**src/c3sp_pkg.sv**
```systemverilog
package c3sp_pkg;
  localparam int unsigned MaxWidthDef  = 1024;
  localparam int unsigned MaxHeightDef = 1024;
  localparam int unsigned PixW  = 8;
  localparam int unsigned SumW  = 28;
  localparam int unsigned IdxW  = 10;
  localparam int unsigned CfgW  = 48;
  localparam int unsigned CfgAw = 3;
  localparam logic [CfgAw-1:0] RegWidth  = 3'd0;
  localparam logic [CfgAw-1:0] RegHeight = 3'd1;
  localparam logic [CfgAw-1:0] RegStride = 3'd2;
  localparam logic [CfgAw-1:0] RegPad    = 3'd3;
  localparam logic [CfgAw-1:0] RegCoef0  = 3'd4;
  localparam logic [CfgAw-1:0] RegCoef1  = 3'd5;
  localparam logic [CfgAw-1:0] RegCoef2  = 3'd6;
  localparam logic [CfgW-1:0] CoefOneRow = 48'h0100_0100_0100;

  // one queued job: window snapshot and up to four result slots
  typedef struct packed {
    logic [8:0][PixW-1:0] win;
    logic [3:0]           vld;
    logic [3:0][1:0]      sh;     // {dy,dx}
    logic [3:0][1:0]      mask;   // {row0 zero, col0 zero}
    logic [3:0][IdxW-1:0] orow;
    logic [3:0][IdxW-1:0] ocol;
  } job_t;

  typedef struct packed {
    logic valid;
    logic stall;
  } hs_t;
endpackage

```
**src/c3sp_queue.sv**
```systemverilog
module c3sp_queue import c3sp_pkg::*; (
  input  logic clk_i,
  input  logic rst_ni,
  input  logic in_valid_i,
  output logic in_stall_o,
  input  job_t in_job_i,
  output logic out_valid_o,
  input  logic out_pop_i,
  output job_t out_job_o
);
  job_t mem_q [4];
  logic [2:0] wp_q, rp_q;
  logic [2:0] cnt;
  assign cnt = wp_q - rp_q;
  assign in_stall_o = cnt[2];
  assign out_valid_o = cnt != 3'd0;
  assign out_job_o = mem_q[rp_q[1:0]];
  always_ff @(posedge clk_i or negedge rst_ni) begin
    if (!rst_ni) begin
      wp_q <= '0; rp_q <= '0;
    end else begin
      if (in_valid_i && !in_stall_o) wp_q <= wp_q + 3'd1;
      if (out_pop_i && out_valid_o) rp_q <= rp_q + 3'd1;
    end
  end
  always_ff @(posedge clk_i) begin
    if (in_valid_i && !in_stall_o) mem_q[wp_q[1:0]] <= in_job_i;
  end
endmodule

```
**config.mk**
```make
export PLATFORM = sky130hd
export DESIGN_NAME = c3sp_queue
export DESIGN_NICKNAME = d
export VERILOG_FILES = /design/src/c3sp_pkg.sv /design/src/c3sp_queue.sv
export SDC_FILE = /design/constraint.sdc
export NUM_CORES = 1
export LEC_CHECK = 0
export BUFFER_PORTS_ARGS = -buffer_cell sky130_fd_sc_hd__buf_2
export CAP_MARGIN = 25
export CORE_MARGIN = 5
export CORE_UTILIZATION = 45
export CTS_BUF_LIST = sky130_fd_sc_hd__clkbuf_4
export DETAILED_ROUTE_END_ITERATION = 10
export GPL_ROUTABILITY_DRIVEN = 0
export PLACE_DENSITY = 0.76
export SLEW_MARGIN = 20
export SYNTH_ARGS = -nofsm -noshare
export SYNTH_HDL_FRONTEND = slang
export SYNTH_SLANG_ARGS = --single-unit
```
**constraint.sdc**
```tcl
create_clock -name clk_i -period 10.35 [get_ports clk_i]
set_input_delay 1.035 -clock clk_i [delete_from_list [all_inputs] [get_ports clk_i]]
set_output_delay 1.035 -clock clk_i [all_outputs]
set_load 0.02 [all_outputs]
```
; Yosys cells after proc, flatten, opt, wreduce, memory -nomap -nowiden
; Memory sizes are Yosys's and may differ from the RTL's.
; Cells that the tools add are included.
[word_totals]
register_bits = 6
in_bits = 176
elab_cells = 12
ram_bits = 688
n_memories = 1
out_inout_bits = 174
[memory_table]
columns = name, depth, word_bits, rd, rd_ports_with_merged_regs, write_ports, line
row1 = mem_q, 4, 172, 1, 0, 1, c3sp_queue.sv:11  ; job_t mem_q [4];
[op_classes]
n_reduce_logical = 4
mux = 2
addsub = 3
[op_table]
columns = operator, n
row1 = "3-bit by 1-bit adder with 3-bit output, second input constant", 2
row2 = 3-bit nonzero test, 1
row3 = 3-bit subtractor, 1
row4 = 1-bit logical AND, 2
row5 = 1-bit 2-to-1 mux, 2
row6 = 1-bit logical NOT, 1

; Longest topological paths before layout
[logic_depth]
word_depth = 5
depth_mapped = 7
ltp_nobuf = 7

; Least setup slack after synthesis
; Ideal clock, no wire load.
[synth_path]
path_type = register to register
startpoint = register wp_q[0]
endpoint = memory mem_q[0][0] in the netlist's numbering, enable pin
synth_period_minus_slack_ns = 3.959
t_arrival_ns = 3.503
setup_ns = 0.456
required_time_ns = 9.894
setup_slack_ns = 6.391
path_stages_with_launch = 6
n_path_buf = 0
path_cell_list = dfrtp_1 -> inv_1 -> ha_1 -> fa_1 -> xnor3_2 -> and3_2
[synth_via]
elab_chain_cells = 5
[synth_rtl]
columns = element, line
row1 = start: declaration, c3sp_queue.sv:12  ; logic [2:0] wp_q, rp_q;
row2 = start signal: assignment, c3sp_queue.sv:22  ; if (in_valid_i && !in_stall_o) wp_q <= wp_q + 3'd1;
row3 = 3-bit subtractor, c3sp_queue.sv:14  ; assign cnt = wp_q - rp_q;
row4 = 1-bit logical NOT, c3sp_queue.sv:27  ; if (in_valid_i && !in_stall_o) mem_q[wp_q[1:0]] <= in_job_i;
row5 = 1-bit logical AND, c3sp_queue.sv:27
row6 = 1-bit 2-to-1 mux, c3sp_queue.sv:27
row7 = 1-bit 2-to-1 mux (implied by the code), c3sp_queue.sv:27
row8 = end: declaration, c3sp_queue.sv:11
; Several ways; a longest one is shown, not always the timed one.

==> impl_summary.txt <==
----------------------------------------------------
[STA]
  Final worst setup slack ... 5.78 ns
  Top achievable clock speed ... 219 MHz
  Final worst path period need ... 4.57 ns
  Setup TNS Final ... 0 ns
  Total count of max-transition violations in the final report ... 0
  Setup repair after global routing missed its margin ... no
  Relative slew slack ... 0.311
  Final Skew ... 0.0689 ns
  Number of endpoints failing setup at the final stage ... 0
  Period Utilization, post-route ... 0.442
  Number of hold-slack violations in the final timing report ... 0
  Pin slew with the least headroom to its limit ... 1.03 ns

[Finish]
  Count of nets after finishing ... 1620
  Area added between synthesis and finish ... 19.2%
  Layout cell share with drive strength beyond 1 ... 0.516
  Multi-input combinational cell area ... 4170 sq um
  Cell area after layout ... 30000 sq um
  Flip-flop and latch area ... 20800 sq um
  Count of filler cells inserted in the layout ... 4170
  Number of standard cells in the final layout excluding fillers ... 2323

[Setup path]
  Critical path fanouts, max ... 44
  Type of destination of the critical path ... output pin
  Startpoint types ... register
  Required time of the critical path ... 9.32 ns
  Data arrival at the endpoint of the critical path ... 3.54 ns
  Critical setup path kind ... register to output pin

[Global route]
  Initial antenna violation count ... 15
  GRT Overall Usage ... 0.165
  Vias in the first global route ... 12800
  Overflow after GRT ... 0
  First-pass GRT wire length ... 75100 um
  Pin count of the biggest net entering global routing ... 70

[Placement]
  Port-buffer cells ... 349
  Placed wire-length estimate after detailed placement ... 29700 um
  Cell Count Post-Placement ... 2008
  Setup slack at placement ... 6.12 ns
  Placed Area ... 27800 sq um

[Power]
  Combinational fraction of design power ... 0.326
  Power after layout ... 9.25 mW
  Net switching power ... 3.08 mW
  Power per cell area ... 308 nW/um^2
  Worst supply voltage drop on vdd ... 0.000166 V
  Clk network pwr share ... 0.235
  Sequential share of power ... 0.439
  Share of total power consumed by net switching ... 0.333
  Internal power consumption ... 6.17 mW
  Static leakage ... 10.3 nW

[Logic synthesis]
  Mean instance size in the synthesized netlist ... 26.9 sq um
  Post-Syn Nets ... 1119
  Sequential cell area fraction in the yosys report ... 0.827
  Yosys reg bits ... 694
  Unique cell type count in the Yosys netlist ... 22
  Count of mapped cells out of synthesis ... 936
  Post-synthesis instance area ... 25200 sq um
  Yosys Warn Count ... 0

[Drt]
  Initial DRC Count ... 735
  Aggregate routed wire length ... 49700 um
  TritonRoute pass-1 iters ... 4
  Via count ... 11800
  Residual antenna-violating net count after detailed routing ... 0
  DRC errors left ... 0
  Average routed wire per standard cell ... 21.4 um
  Vias per inst ... 5.08

[Floorplan]
  Core footprint ... 55200 sq um
  Die Footprint ... 60700 sq um
  Num rows ... 86
  Initial core utilization ... 0.456
  Count of boundary I/O pins ... 350
  Width of the die ... 246 um
  Die span in y ... 246 um

[CTS]
  Maximum buffer depth of the clock tree ... 3
  CTS Root Cell ... sky130_fd_sc_hd__clkbuf_4
  Setup fix buffers added after clock tree synthesis ... 0
  H-tree level count ... 4
  Clock transition at the registers of the reported paths ... 0.07 ns
  Clock tree from TritonCTS ... built
  Worst-skew pair later-pin latency ... 0.95 ns
  Post_cts resized ... 0
  Total clock buffers created by CTS ... 172
  Clock net sink count ... 694

[Run]
  Reported max-cap violation count ... 0

[Hold path]
  Class of the tightest hold or removal check ... primary input to register

[Outcome]
  Status ... completed

----------------------------------------------------
## final timing paths
kind                               from  depth (start not counted)  slack (ns)             end
max                             rp_q[0]                          3        5.78  out_job_o[115]
min                        in_job_i[92]                          1        0.28    mem_q[2][92]
max reg2reg                     rp_q[0]                          5        6.34   mem_q[3][161]
min reg2reg                     wp_q[2]                          2        0.54         wp_q[2]
max in group asynchronous        rst_ni                          2        9.66         rp_q[1]
min in group asynchronous        rst_ni                          2        0.47         wp_q[1]
## layer usage
layer  wire length (um)  vias up  GRT usage
li1                   -     5224          -
met1              18200     6036      0.194
met2              25300      445      0.266
met3               4850       95     0.0746
met4               1200       12     0.0668
met5                 87        -          0
## sequential cells by signal, indices dropped and copies added, names as in the netlist
register,count
wp_q,3
mem_q,688
rp_q,3
## synthesized netlist by cell type
cell	n	share of area
sky130_fd_sc_hd__nand2_1	5	0.00075
sky130_fd_sc_hd__mux2_4	2	0.0012
sky130_fd_sc_hd__clkbuf_1	2	0.00030
sky130_fd_sc_hd__o21ai_2	1	0.00035
sky130_fd_sc_hd__edfxtp_1	688	0.82
sky130_fd_sc_hd__buf_2	14	0.0028
sky130_fd_sc_hd__o21ai_0	2	0.00040
sky130_fd_sc_hd__xnor2_1	3	0.0010
sky130_fd_sc_hd__buf_1	15	0.0022
sky130_fd_sc_hd__fa_1	1	0.00080
sky130_fd_sc_hd__ha_1	6	0.0030
sky130_fd_sc_hd__xnor3_2	1	0.00094
sky130_fd_sc_hd__and2_4	1	0.00035
sky130_fd_sc_hd__inv_2	1	0.00015
sky130_fd_sc_hd__mux4_2	172	0.15
sky130_fd_sc_hd__inv_1	2	0.00030
sky130_fd_sc_hd__dfrtp_1	6	0.0060
sky130_fd_sc_hd__buf_4	7	0.0021
sky130_fd_sc_hd__nand3_1	1	0.00020
sky130_fd_sc_hd__xor2_1	1	0.00035
sky130_fd_sc_hd__and3_2	4	0.0012
sky130_fd_sc_hd__mux2_2	1	0.00045
## through the flow
| step | util | hold WS, ns |
|---|---|---|
| final | 0.543 | 0.277 |
| after global routing | 0.543 | 0.140 |
| after detailed placement | 0.503 | 0.526 |
| after CTS | 0.542 | 0.0794 |
| after global placement | 0.503 | 0.534 |
| after floorplan | - | 0.489 |
## cell families (layout without fill, tap and decap cells)
group / after synthesis / in the layout / synth area share
buffers and inverters: 41 / 666 / 0.00786
AND/OR/NAND/NOR: 11 / 11 / 0.00249
flip-flops: 694 / 694 / 0.827
adder cells (fa/ha/maj): 7 / 7 / 0.00378
AO/OA/AOI/OAI: 3 / 3 / 0.000746
XOR/XNOR: 5 / 5 / 0.00234
other: 0 / 14 / 0
multiplexers: 175 / 175 / 0.156
## cell type report
type                       count  area share
sequential                   694       0.694
multi-input combinational    201       0.139
timing repair buffer         365      0.0635
clock buffer                 241      0.0603
tap                          748      0.0312
clock inverter                57      0.0105
antenna                       14     0.00117
inverter                       3    0.000375
## layout by cell type (no fill, tap or decap)
cell,count
sky130_fd_sc_hd__diode_2,14
sky130_fd_sc_hd__clkbuf_4,241
sky130_fd_sc_hd__xor2_1,1
sky130_fd_sc_hd__o21ai_0,2
sky130_fd_sc_hd__clkinv_4,2
sky130_fd_sc_hd__bufinv_16,3
sky130_fd_sc_hd__mux4_2,172
sky130_fd_sc_hd__and3_4,4
sky130_fd_sc_hd__buf_6,1
sky130_fd_sc_hd__fa_1,1
sky130_fd_sc_hd__dfrtp_1,4
sky130_fd_sc_hd__nand3_1,1
sky130_fd_sc_hd__dfrtp_4,2
sky130_fd_sc_hd__buf_16,1
sky130_fd_sc_hd__buf_4,12
sky130_fd_sc_hd__inv_2,6
sky130_fd_sc_hd__buf_2,349
sky130_fd_sc_hd__xnor3_2,1
sky130_fd_sc_hd__xnor2_1,3
sky130_fd_sc_hd__mux2_2,1
sky130_fd_sc_hd__o21ai_2,1
sky130_fd_sc_hd__dlygate4sd3_1,1
sky130_fd_sc_hd__edfxtp_1,688
sky130_fd_sc_hd__clkinv_1,41
sky130_fd_sc_hd__ha_1,6
sky130_fd_sc_hd__buf_12,1
sky130_fd_sc_hd__and2_4,1
sky130_fd_sc_hd__mux2_4,2
sky130_fd_sc_hd__clkinv_2,4
sky130_fd_sc_hd__clkinvlp_4,2
sky130_fd_sc_hd__nand2_1,5
sky130_fd_sc_hd__inv_1,2
## timing repair
item,4_1_cts,5_1_grt
hold endpoints to repair,6,0
endpoints found under the setup margin,0,0
hold buffers,1,0
## power groups by stage
stage                     registers, mW  clock network, mW  logic (mW)
after floorplan                    4.02                  0        2.15
after global placement             4.09                  0        3.07
after detailed placement           4.13                  0        3.08
after CTS                          4.07               2.27        3.09
after global routing               4.12               2.43        3.22
final                              4.05               2.17        3.02
## worst max-delay path: stages, from the launching register on
cell and delay [ns]:
sky130_fd_sc_hd__dfrtp_4 0.94, sky130_fd_sc_hd__buf_4 0.81, sky130_fd_sc_hd__mux4_2 0.64, sky130_fd_sc_hd__buf_2 0.18
(Power assumes the default switching activity.)
