===== config.mk =====
export PLATFORM = sky130hd
export DESIGN_NAME = c3sp_back
export DESIGN_NICKNAME = d
export VERILOG_FILES = /design/src/c3sp_pkg.sv /design/src/c3sp_back.sv
export SDC_FILE = /design/constraint.sdc
export NUM_CORES = 2
export LEC_CHECK = 0
export BUFFER_PORTS_ARGS = -buffer_cell sky130_fd_sc_hd__buf_4
export CORE_MARGIN = 5
export CORE_UTILIZATION = 40
export CTS_BUF_LIST = sky130_fd_sc_hd__clkbuf_8
export CTS_CLUSTER_DIAMETER = 100
export DETAILED_ROUTE_END_ITERATION = 10
export GPL_TIMING_DRIVEN = 1
export MAX_ROUTING_LAYER = met4
export SYNTH_ARGS = -nofsm -noshare
export SYNTH_HDL_FRONTEND = slang
export SYNTH_SLANG_ARGS = --single-unit

===== constraint.sdc =====
create_clock -name clk_i -period 17 [get_ports clk_i]
set_clock_uncertainty 0.1 [all_clocks]
set_input_delay 3.4 -clock clk_i [delete_from_list [all_inputs] [get_ports clk_i]]
set_output_delay 3.4 -clock clk_i [all_outputs]
set_load 0.01 [all_outputs]

===== src/c3sp_pkg.sv =====
package c3sp_pkg;
  localparam int unsigned MaxWidthDef  = 1024;
  localparam int unsigned MaxHeightDef = 1024;
  localparam int unsigned PixW  = 8;
  localparam int unsigned SumW  = 28;
  localparam int unsigned IdxW  = 10;
  localparam int unsigned CfgW  = 48;
  localparam int unsigned CfgAw = 3;
  localparam logic [CfgAw-1:0] RegWidth  = 3'd0;
  localparam logic [CfgAw-1:0] RegHeight = 3'd1;
  localparam logic [CfgAw-1:0] RegStride = 3'd2;
  localparam logic [CfgAw-1:0] RegPad    = 3'd3;
  localparam logic [CfgAw-1:0] RegCoef0  = 3'd4;
  localparam logic [CfgAw-1:0] RegCoef1  = 3'd5;
  localparam logic [CfgAw-1:0] RegCoef2  = 3'd6;
  localparam logic [CfgW-1:0] CoefOneRow = 48'h0100_0100_0100;

  // one queued job: window snapshot and up to four result slots
  typedef struct packed {
    logic [8:0][PixW-1:0] win;
    logic [3:0]           vld;
    logic [3:0][1:0]      sh;     // {dy,dx}
    logic [3:0][1:0]      mask;   // {row0 zero, col0 zero}
    logic [3:0][IdxW-1:0] orow;
    logic [3:0][IdxW-1:0] ocol;
  } job_t;

  typedef struct packed {
    logic valid;
    logic stall;
  } hs_t;
endpackage


===== src/c3sp_back.sv =====
module c3sp_back import c3sp_pkg::*; (
  input  logic clk_i,
  input  logic rst_ni,
  input  logic job_valid_i,
  output logic job_pop_o,
  input  job_t job_i,
  input  logic [2:0][CfgW-1:0] coef_i,
  output logic out_valid_o,
  input  logic out_stall_i,
  output logic signed [SumW-1:0] conv_sum_o,
  output logic [IdxW-1:0] out_row_o,
  output logic [IdxW-1:0] out_col_o,
  output logic last_o
);
  // issue one slot per cycle unless the output is stalled, multiply stage, add stage, output register
  logic [3:0] done_q;
  logic [3:0] pend;
  logic [1:0] sel;
  logic issue, adv;
  assign pend = job_i.vld & ~done_q;
  always_comb begin
    sel = 2'd0;
    priority if (pend[0]) sel = 2'd0;
    else if (pend[1]) sel = 2'd1;
    else if (pend[2]) sel = 2'd2;
    else sel = 2'd3;
  end
  logic [3:0] rest;
  assign rest = pend & ~(4'b1 << sel);
  logic m_v_q, a_v_q, o_v_q;
  assign adv = !(o_v_q && out_stall_i);
  assign issue = job_valid_i && adv;
  assign job_pop_o = issue && rest == 4'd0;

  always_ff @(posedge clk_i or negedge rst_ni) begin
    if (!rst_ni) done_q <= '0;
    else if (issue) done_q <= (rest == 4'd0) ? 4'd0 : done_q | (4'b1 << sel);
  end

  logic signed [8:0][24:0] prod_q;
  logic [IdxW-1:0] mr_q, mc_q, ar_q, ac_q;
  logic ml_q, al_q;
  always_ff @(posedge clk_i) begin
    if (adv) begin
      for (int i = 0; i < 3; i++) begin
        for (int j = 0; j < 3; j++) begin
          logic [1:0] wi, wj;
          logic [PixW-1:0] p;
          wi = 2'(i) + {1'b0, job_i.sh[sel][1]};
          wj = 2'(j) + {1'b0, job_i.sh[sel][0]};
          if (wi > 2'd2 || wj > 2'd2 || (job_i.mask[sel][1] && wi == 2'd0) ||
              (job_i.mask[sel][0] && wj == 2'd0)) p = '0;
          else p = job_i.win[wi*3+wj];
          prod_q[i*3+j] <= $signed({1'b0, p}) * $signed(coef_i[i][16*j +: 16]);
        end
      end
      mr_q <= job_i.orow[sel]; mc_q <= job_i.ocol[sel]; ml_q <= rest == 4'd0;
      ar_q <= mr_q; ac_q <= mc_q; al_q <= ml_q;
    end
  end
  logic signed [SumW-1:0] sum_q, o_sum_q;
  logic [IdxW-1:0] or_q, oc_q;
  logic ol_q;
  always_ff @(posedge clk_i) begin
    if (adv) begin
      begin
        logic signed [SumW-1:0] t;
        t = '0;
        for (int k = 0; k < 9; k++) t = t + SumW'($signed(prod_q[k]));
        sum_q <= t;
      end
      o_sum_q <= sum_q; or_q <= ar_q; oc_q <= ac_q; ol_q <= al_q;
    end
  end
  always_ff @(posedge clk_i or negedge rst_ni) begin
    if (!rst_ni) begin
      m_v_q <= 1'b0; a_v_q <= 1'b0; o_v_q <= 1'b0;
    end else if (adv) begin
      m_v_q <= issue; a_v_q <= m_v_q; o_v_q <= a_v_q;
    end
  end
  assign out_valid_o = o_v_q;
  assign conv_sum_o = o_sum_q;
  assign out_row_o = or_q;
  assign out_col_o = oc_q;
  assign last_o = ol_q;
endmodule


# --- Yosys cells after proc, flatten, opt, wreduce, memory -nomap -nowiden ---
# Cells that the tools add are included.
totals:
  elab_cells: 171
  inputBits: 320
  output_inout_bits: 51
  reg_bits: 351
classes:
  muxes: 48
  shifts: 1
  n_lt_le_gt_ge: 16
  multipliers: 12
  n_addsub: 21
  bitwise: 5
  n_reduce_logical: 44
op_table:
  columns: ["operator", "count"]
  rows:
  - ["$bmux 8 s4", 9]
  - ["$mul 9x16->25", 9]
  - ["$mux 8", 27]
  - ["$add 28x25->28", 5]
  - ["$bmux 10 s2", 2]
  - ["$lt 5x5->1 const B", 8]
  - ["$add 27x25->28", 1]
  - ["$add 26x25->27", 1]
  - ["$logic_or 1x1->1", 27]
  - ["$add 25x25->26", 1]
  - ["$add 4x2->5", 5]
  - ["$mux 10", 2]
  - ["$add 4x1->5", 3]
  - ["$logic_not 2->1", 6]
  - ["$logic_and 1x1->1", 9]
  - ["$and 4x4->4", 2]
  - ["$bmux 2 s2", 2]
  - ["$gt 2x2->1 const B", 4]
  - ["$mul 2x2->4 const B", 2]
  - ["$mux 2", 4]
  - ["$not 4->4", 2]
  - ["$lt 4x5->1 const B", 1]
  - ["$add 1x1->2 const A", 2]
  - ["$add 2x1->2 const A", 2]
  - ["10 further kinds", 11]

# --- Longest topological paths before layout ---
depth:
  word_depth: 15
  mapped_depth: 35
  depth_no_buf: 29

# --- Worst setup path after synthesis ---
# Ideal clock, no wire load.
synth_timing:
  kind: "input to output"
  start: "input port out_stall_i"
  end: "output port job_pop_o"
  stages: 3
  t_arrival_ns: 11.630
  n_path_buf: 0
  slack_ns: 1.870
  required_ns: 13.500
  cell_sequence: "nand2_1 and2_0 and2_1"
synth_via:
  elab_chain_cells: 4
synth_lines:
  columns: ["item", "line", "text"]
  rows:
  - ["start, declared", "c3sp_back.sv:9", "input logic out_stall_i,"]
  - ["$logic_and 1x1->1", "c3sp_back.sv:31", "assign adv = !(o_v_q && out_stall_i);"]
  - ["$logic_not 1->1", "c3sp_back.sv:31", null]
  - ["$logic_and 1x1->1", "c3sp_back.sv:32", "assign issue = job_valid_i && adv;"]
  - ["$logic_and 1x1->1", "c3sp_back.sv:33", "assign job_pop_o = issue && rest == 4'd0;"]
  - ["end, declared", "c3sp_back.sv:5", "output logic job_pop_o,"]
# No other way between the ends.

# --- Worst setup path in the final report ---
layout_timing:
  start: "input port job_i[97] in the netlist's numbering"
  end: "register prod_q[199] in the netlist's numbering, data pin"
layout_via:
  elab_chain_cells: 13
  elab_cells_between_ends: 25
  cone_classes: "3 x add/sub; 2 x mul; 2 x order compare; 10 x mux; 1 x bitwise; 7 x reduce/logical"
layout_lines:
  columns: ["item", "line", "text"]
  rows:
  - ["start, declared", "c3sp_back.sv:6", "input job_t job_i,"]
  - ["$and 4x4->4 (*)", "c3sp_back.sv:20", "assign pend = job_i.vld & ~done_q;"]
  - ["$mux 2 (*)", "c3sp_back.sv:24", "else if (pend[1]) sel = 2'd1;"]
  - ["$mux 2 (*)", "c3sp_back.sv:23", "priority if (pend[0]) sel = 2'd0;"]
  - ["$bmux 2 s2", "c3sp_back.sv:49, c3sp_back.sv:50", null]
  - ["$mux 2 (not written as such)", "c3sp_back.sv:50", "wj = 2'(j) + {1'b0, job_i.sh[sel][0]};"]
  - ["$add 2x1->2 / $add 1x1->2 (equally long branches)", "c3sp_back.sv:49, c3sp_back.sv:50", null]
  - ["$mul 2x2->4, or another cell as far along", "c3sp_back.sv:53", "else p = job_i.win[wi*3+wj];"]
  - ["$add 4x2->5, or another cell as far along", "c3sp_back.sv:53", null]
  - ["$bmux 8 s4 / $logic_or 1x1->1 (equally long branches)", "c3sp_back.sv:53, c3sp_back.sv:51", null]
  - ["$mux 8 (not written as such) / $logic_or 1x1->1 (equally long branches)", "c3sp_back.sv:53, c3sp_back.sv:51", null]
  - ["$mux 8 (*)", "c3sp_back.sv:51", "if (wi > 2'd2 || wj > 2'd2 || (job_i.mask[sel][1] && wi == 2'd0) ||"]
  - ["$mux 8 (*)", "c3sp_back.sv:44", "if (adv) begin"]
  - ["$mul 9x16->25 (*)", "c3sp_back.sv:54", "prod_q[i*3+j] <= $signed({1'b0, p}) * $signed(coef_i[i][16*j +: 16]);"]
  - ["end signal, assigned by index", "c3sp_back.sv:54", null]
  - ["end, declared", "c3sp_back.sv:40", "logic signed [8:0][24:0] prod_q;"]
# Every way passes the cells marked *; elsewhere a longest branch is shown, timed or not. The select of a mux whose other input is x is not followed.
# A chain may end at the register's enable or synchronous reset.

==> metrics.txt <==
status completed; RD Place Congestion 0.967; die width about 400 um; Worst Setup SP job_i[97]; Main synth FF type edfxtp_1; Hold Path Stages 0; clock sinks between 300 and 400; Post-DP HPWL around 150 mm; die height ~400 um; # DRC 0; vias after detailed routing 44,700; Critical Path Max Stage Delay approximately 1000 ps; initial antenna violation count 45; Rel. slew slack 0.0927; Gate Count Post-Synth 6,253; CP max FO 41; Yosys top cell area share 0.357; clk buf depth 3; CORE AREA ~150,000 um2; Crit. End Element register; setup TNS 0 ps; IO Port Bufs 370; slowest cell on the critical path nor2_1; CTS H-tree lvls 3; Synth async-reset ratio 0.0199; max-cap violation count 0; RSZ-0062 raised after global routing no; # hold bufs at CTS 0; Hold Startpoint sum_q[27]; fmax between 0.07 and 0.08 GHz; Setup WS post-layout 4480 ps; GRT Total Usage 0.233; TritonCTS clock tree yes; num ports 371; Mapped Nets ~8,200; setup violators final 0; Worst setup SP type input port; largest net degree at the start of global routing 146; Slew @ Worst Pin around 1400 ps; number of synthesized flops with an enable pin 344; Area growth, synth to finish 10.3%; drt via density 5.15; sequential cell area 10,500 um2; postcts setup bufs 0; Slew Limit Fails 0; clock slew at reported path FFs about 60 ps; arrival time worst endpoint 12,840 ps; Period minus WS final about 13,000 ps; share of cells above drive strength 1 0.0995; synth unique cells 86; period utilization 0.736; fin nets 8,458; r2r worst-path depth 30; Synth Warn # 0; die area 162,000 um2; Worst-Skew Late Latency roughly 700 ps; Worst EP required 17,330 ps; footprint of the multi-input gates 44,400 um2; worst r2r src done_q[2]; Hold Path Class register to register; Final ANT Viol Nets 0; Final Hold Viols 0; first drt pass iteration count 6; fill count 14,600; Overflow after GRT 0; Root Buffer clkbuf_8; final core utilization 0.445; first-pass GRT wire length 282 mm; cts repair resizes 0; DRT Wirelength about 180 mm; # rows 143; vias in the first global route 46,800; Iteration-0 DRC Markers 3,346; Mapped Area 61,400 um2; DP Worst Slack 3940 ps; Yosys reg bits 351; CTS buffer count 68; per-cell routed wire length 20.9 um; Initial Util 0.403; register area share after synthesis 0.171; crit path kind input port to register; reg2reg setup slack slightly below 7000 ps; Yosys top cell by area fa_1; Syn Area/Cell 9.82 um2; dominant cells by area after synthesis fa_1 36%, edfxtp_1 17%, ha_1 9.9%
==> Yosys cell counts, drive strengths merged (8+ instances only) <==
cell type,instances
o211ai,12
o21bai,22
nor3,19
nor3b,10
a211o,8
a22oi,14
a21o,98
mux4,64
fa,1095
a211oi,13
o21ai,109
edfxtp,344
xnor2,165
nand2,546
a222oi,20
nor2b,24
nand4,15
nor2,165
inv,1553
nand2b,25
a21boi,11
and3,203
mux2,16
clkbuf,86
a21oi,221
nand3,211
ha,486
a31oi,17
buf,86
or2,8
xor2,65
o21a,28
and2,402
mux2i,10
==> kinds of logic (layout without fill, tap and decap cells) <==
family	Yosys count	after routing	synth area share
AOI/OAI and AO/OA	630	630	0.0683
adders and majority gates	1581	1581	0.456
DFF	351	351	0.171
and+or+nand+nor	1645	1645	0.135
xor gates and xnor gates	230	230	0.0328
buffers and inverters	1726	2084	0.108
muxes	90	90	0.0293
other	0	39	0
==> sequential cells by signal, indices dropped and copies added, names as in the netlist <==
signal,count
out_valid_o,1
done_q,4
al_q,1
conv_sum_o,28
last_o,1
a_v_q,1
out_col_o,10
m_v_q,1
ml_q,1
ar_q,10
mc_q,10
prod_q,225
ac_q,10
sum_q,28
mr_q,10
out_row_o,10
==> placed cells by master (no fill, tap or decap), drive strengths merged, types with 73 or more instances in the layout <==
master  Yosys  routed
a21o       98      98
a21oi     221     221
and2      402     402
and3      203     203
buf        86     406
clkbuf     86      73
edfxtp    344     344
fa       1095    1095
ha        486     486
inv      1553    1578
nand2     546     546
nand3     211     211
nor2      165     165
o21ai     109     109
xnor2     165     165
==> per-layer routing <==
metal	part of all wire	track usage	vias to the layer above
li1	-	-	20200
met1	0.42	0.301	22800
met2	0.46	0.369	1486
met3	0.089	0.0596	225
met4	0.030	0.0603	0
met5	0	-	-
==> cell type report <==
cell class | instances | area share
diodes | 39 | 0.00144
clock buffers | 73 | 0.0148
clock inverters | 51 | 0.00574
inverters | 1554 | 0.0860
multi-input cells | 4176 | 0.654
flip-flops and latches | 351 | 0.155
well taps | 2030 | 0.0375
repair buffers | 406 | 0.0451
==> metrics by stage <==
step / instances / cell area [um2] / hold slack [ps]
after floorplan: 6253 / 61400 / 300
after global placement: 8517 / 66300 / 301
after detailed placement: 8517 / 66300 / 305
after CTS: 8641 / 67700 / 298
after global routing: 8676 / 67800 / 312
final: 8680 / 67800 / 301
==> critical path: cells and delay by family <==
kind / cells / cell delay, ps
AND/OR/NAND/NOR: 5 / 1720
buffers and inverters: 8 / 1820
XOR/XNOR: 1 / 80
multiplexers: 2 / 560
AO/OA/AOI/OAI: 9 / 2100
adder cells (fa/ha/maj): 6 / 3070
==> path summary, 6_finish.rpt <==
path,to
min,conv_sum_o[27]
max,prod_q[199]
max reg2reg,prod_q[199]
max in group asynchronous,a_v_q
min in group asynchronous,done_q[0]
min reg2reg,conv_sum_o[27]
Power is left out: the tool's default activity adds up to more than one toggle a clock period on the data nets, which glitch-free logic cannot reach.
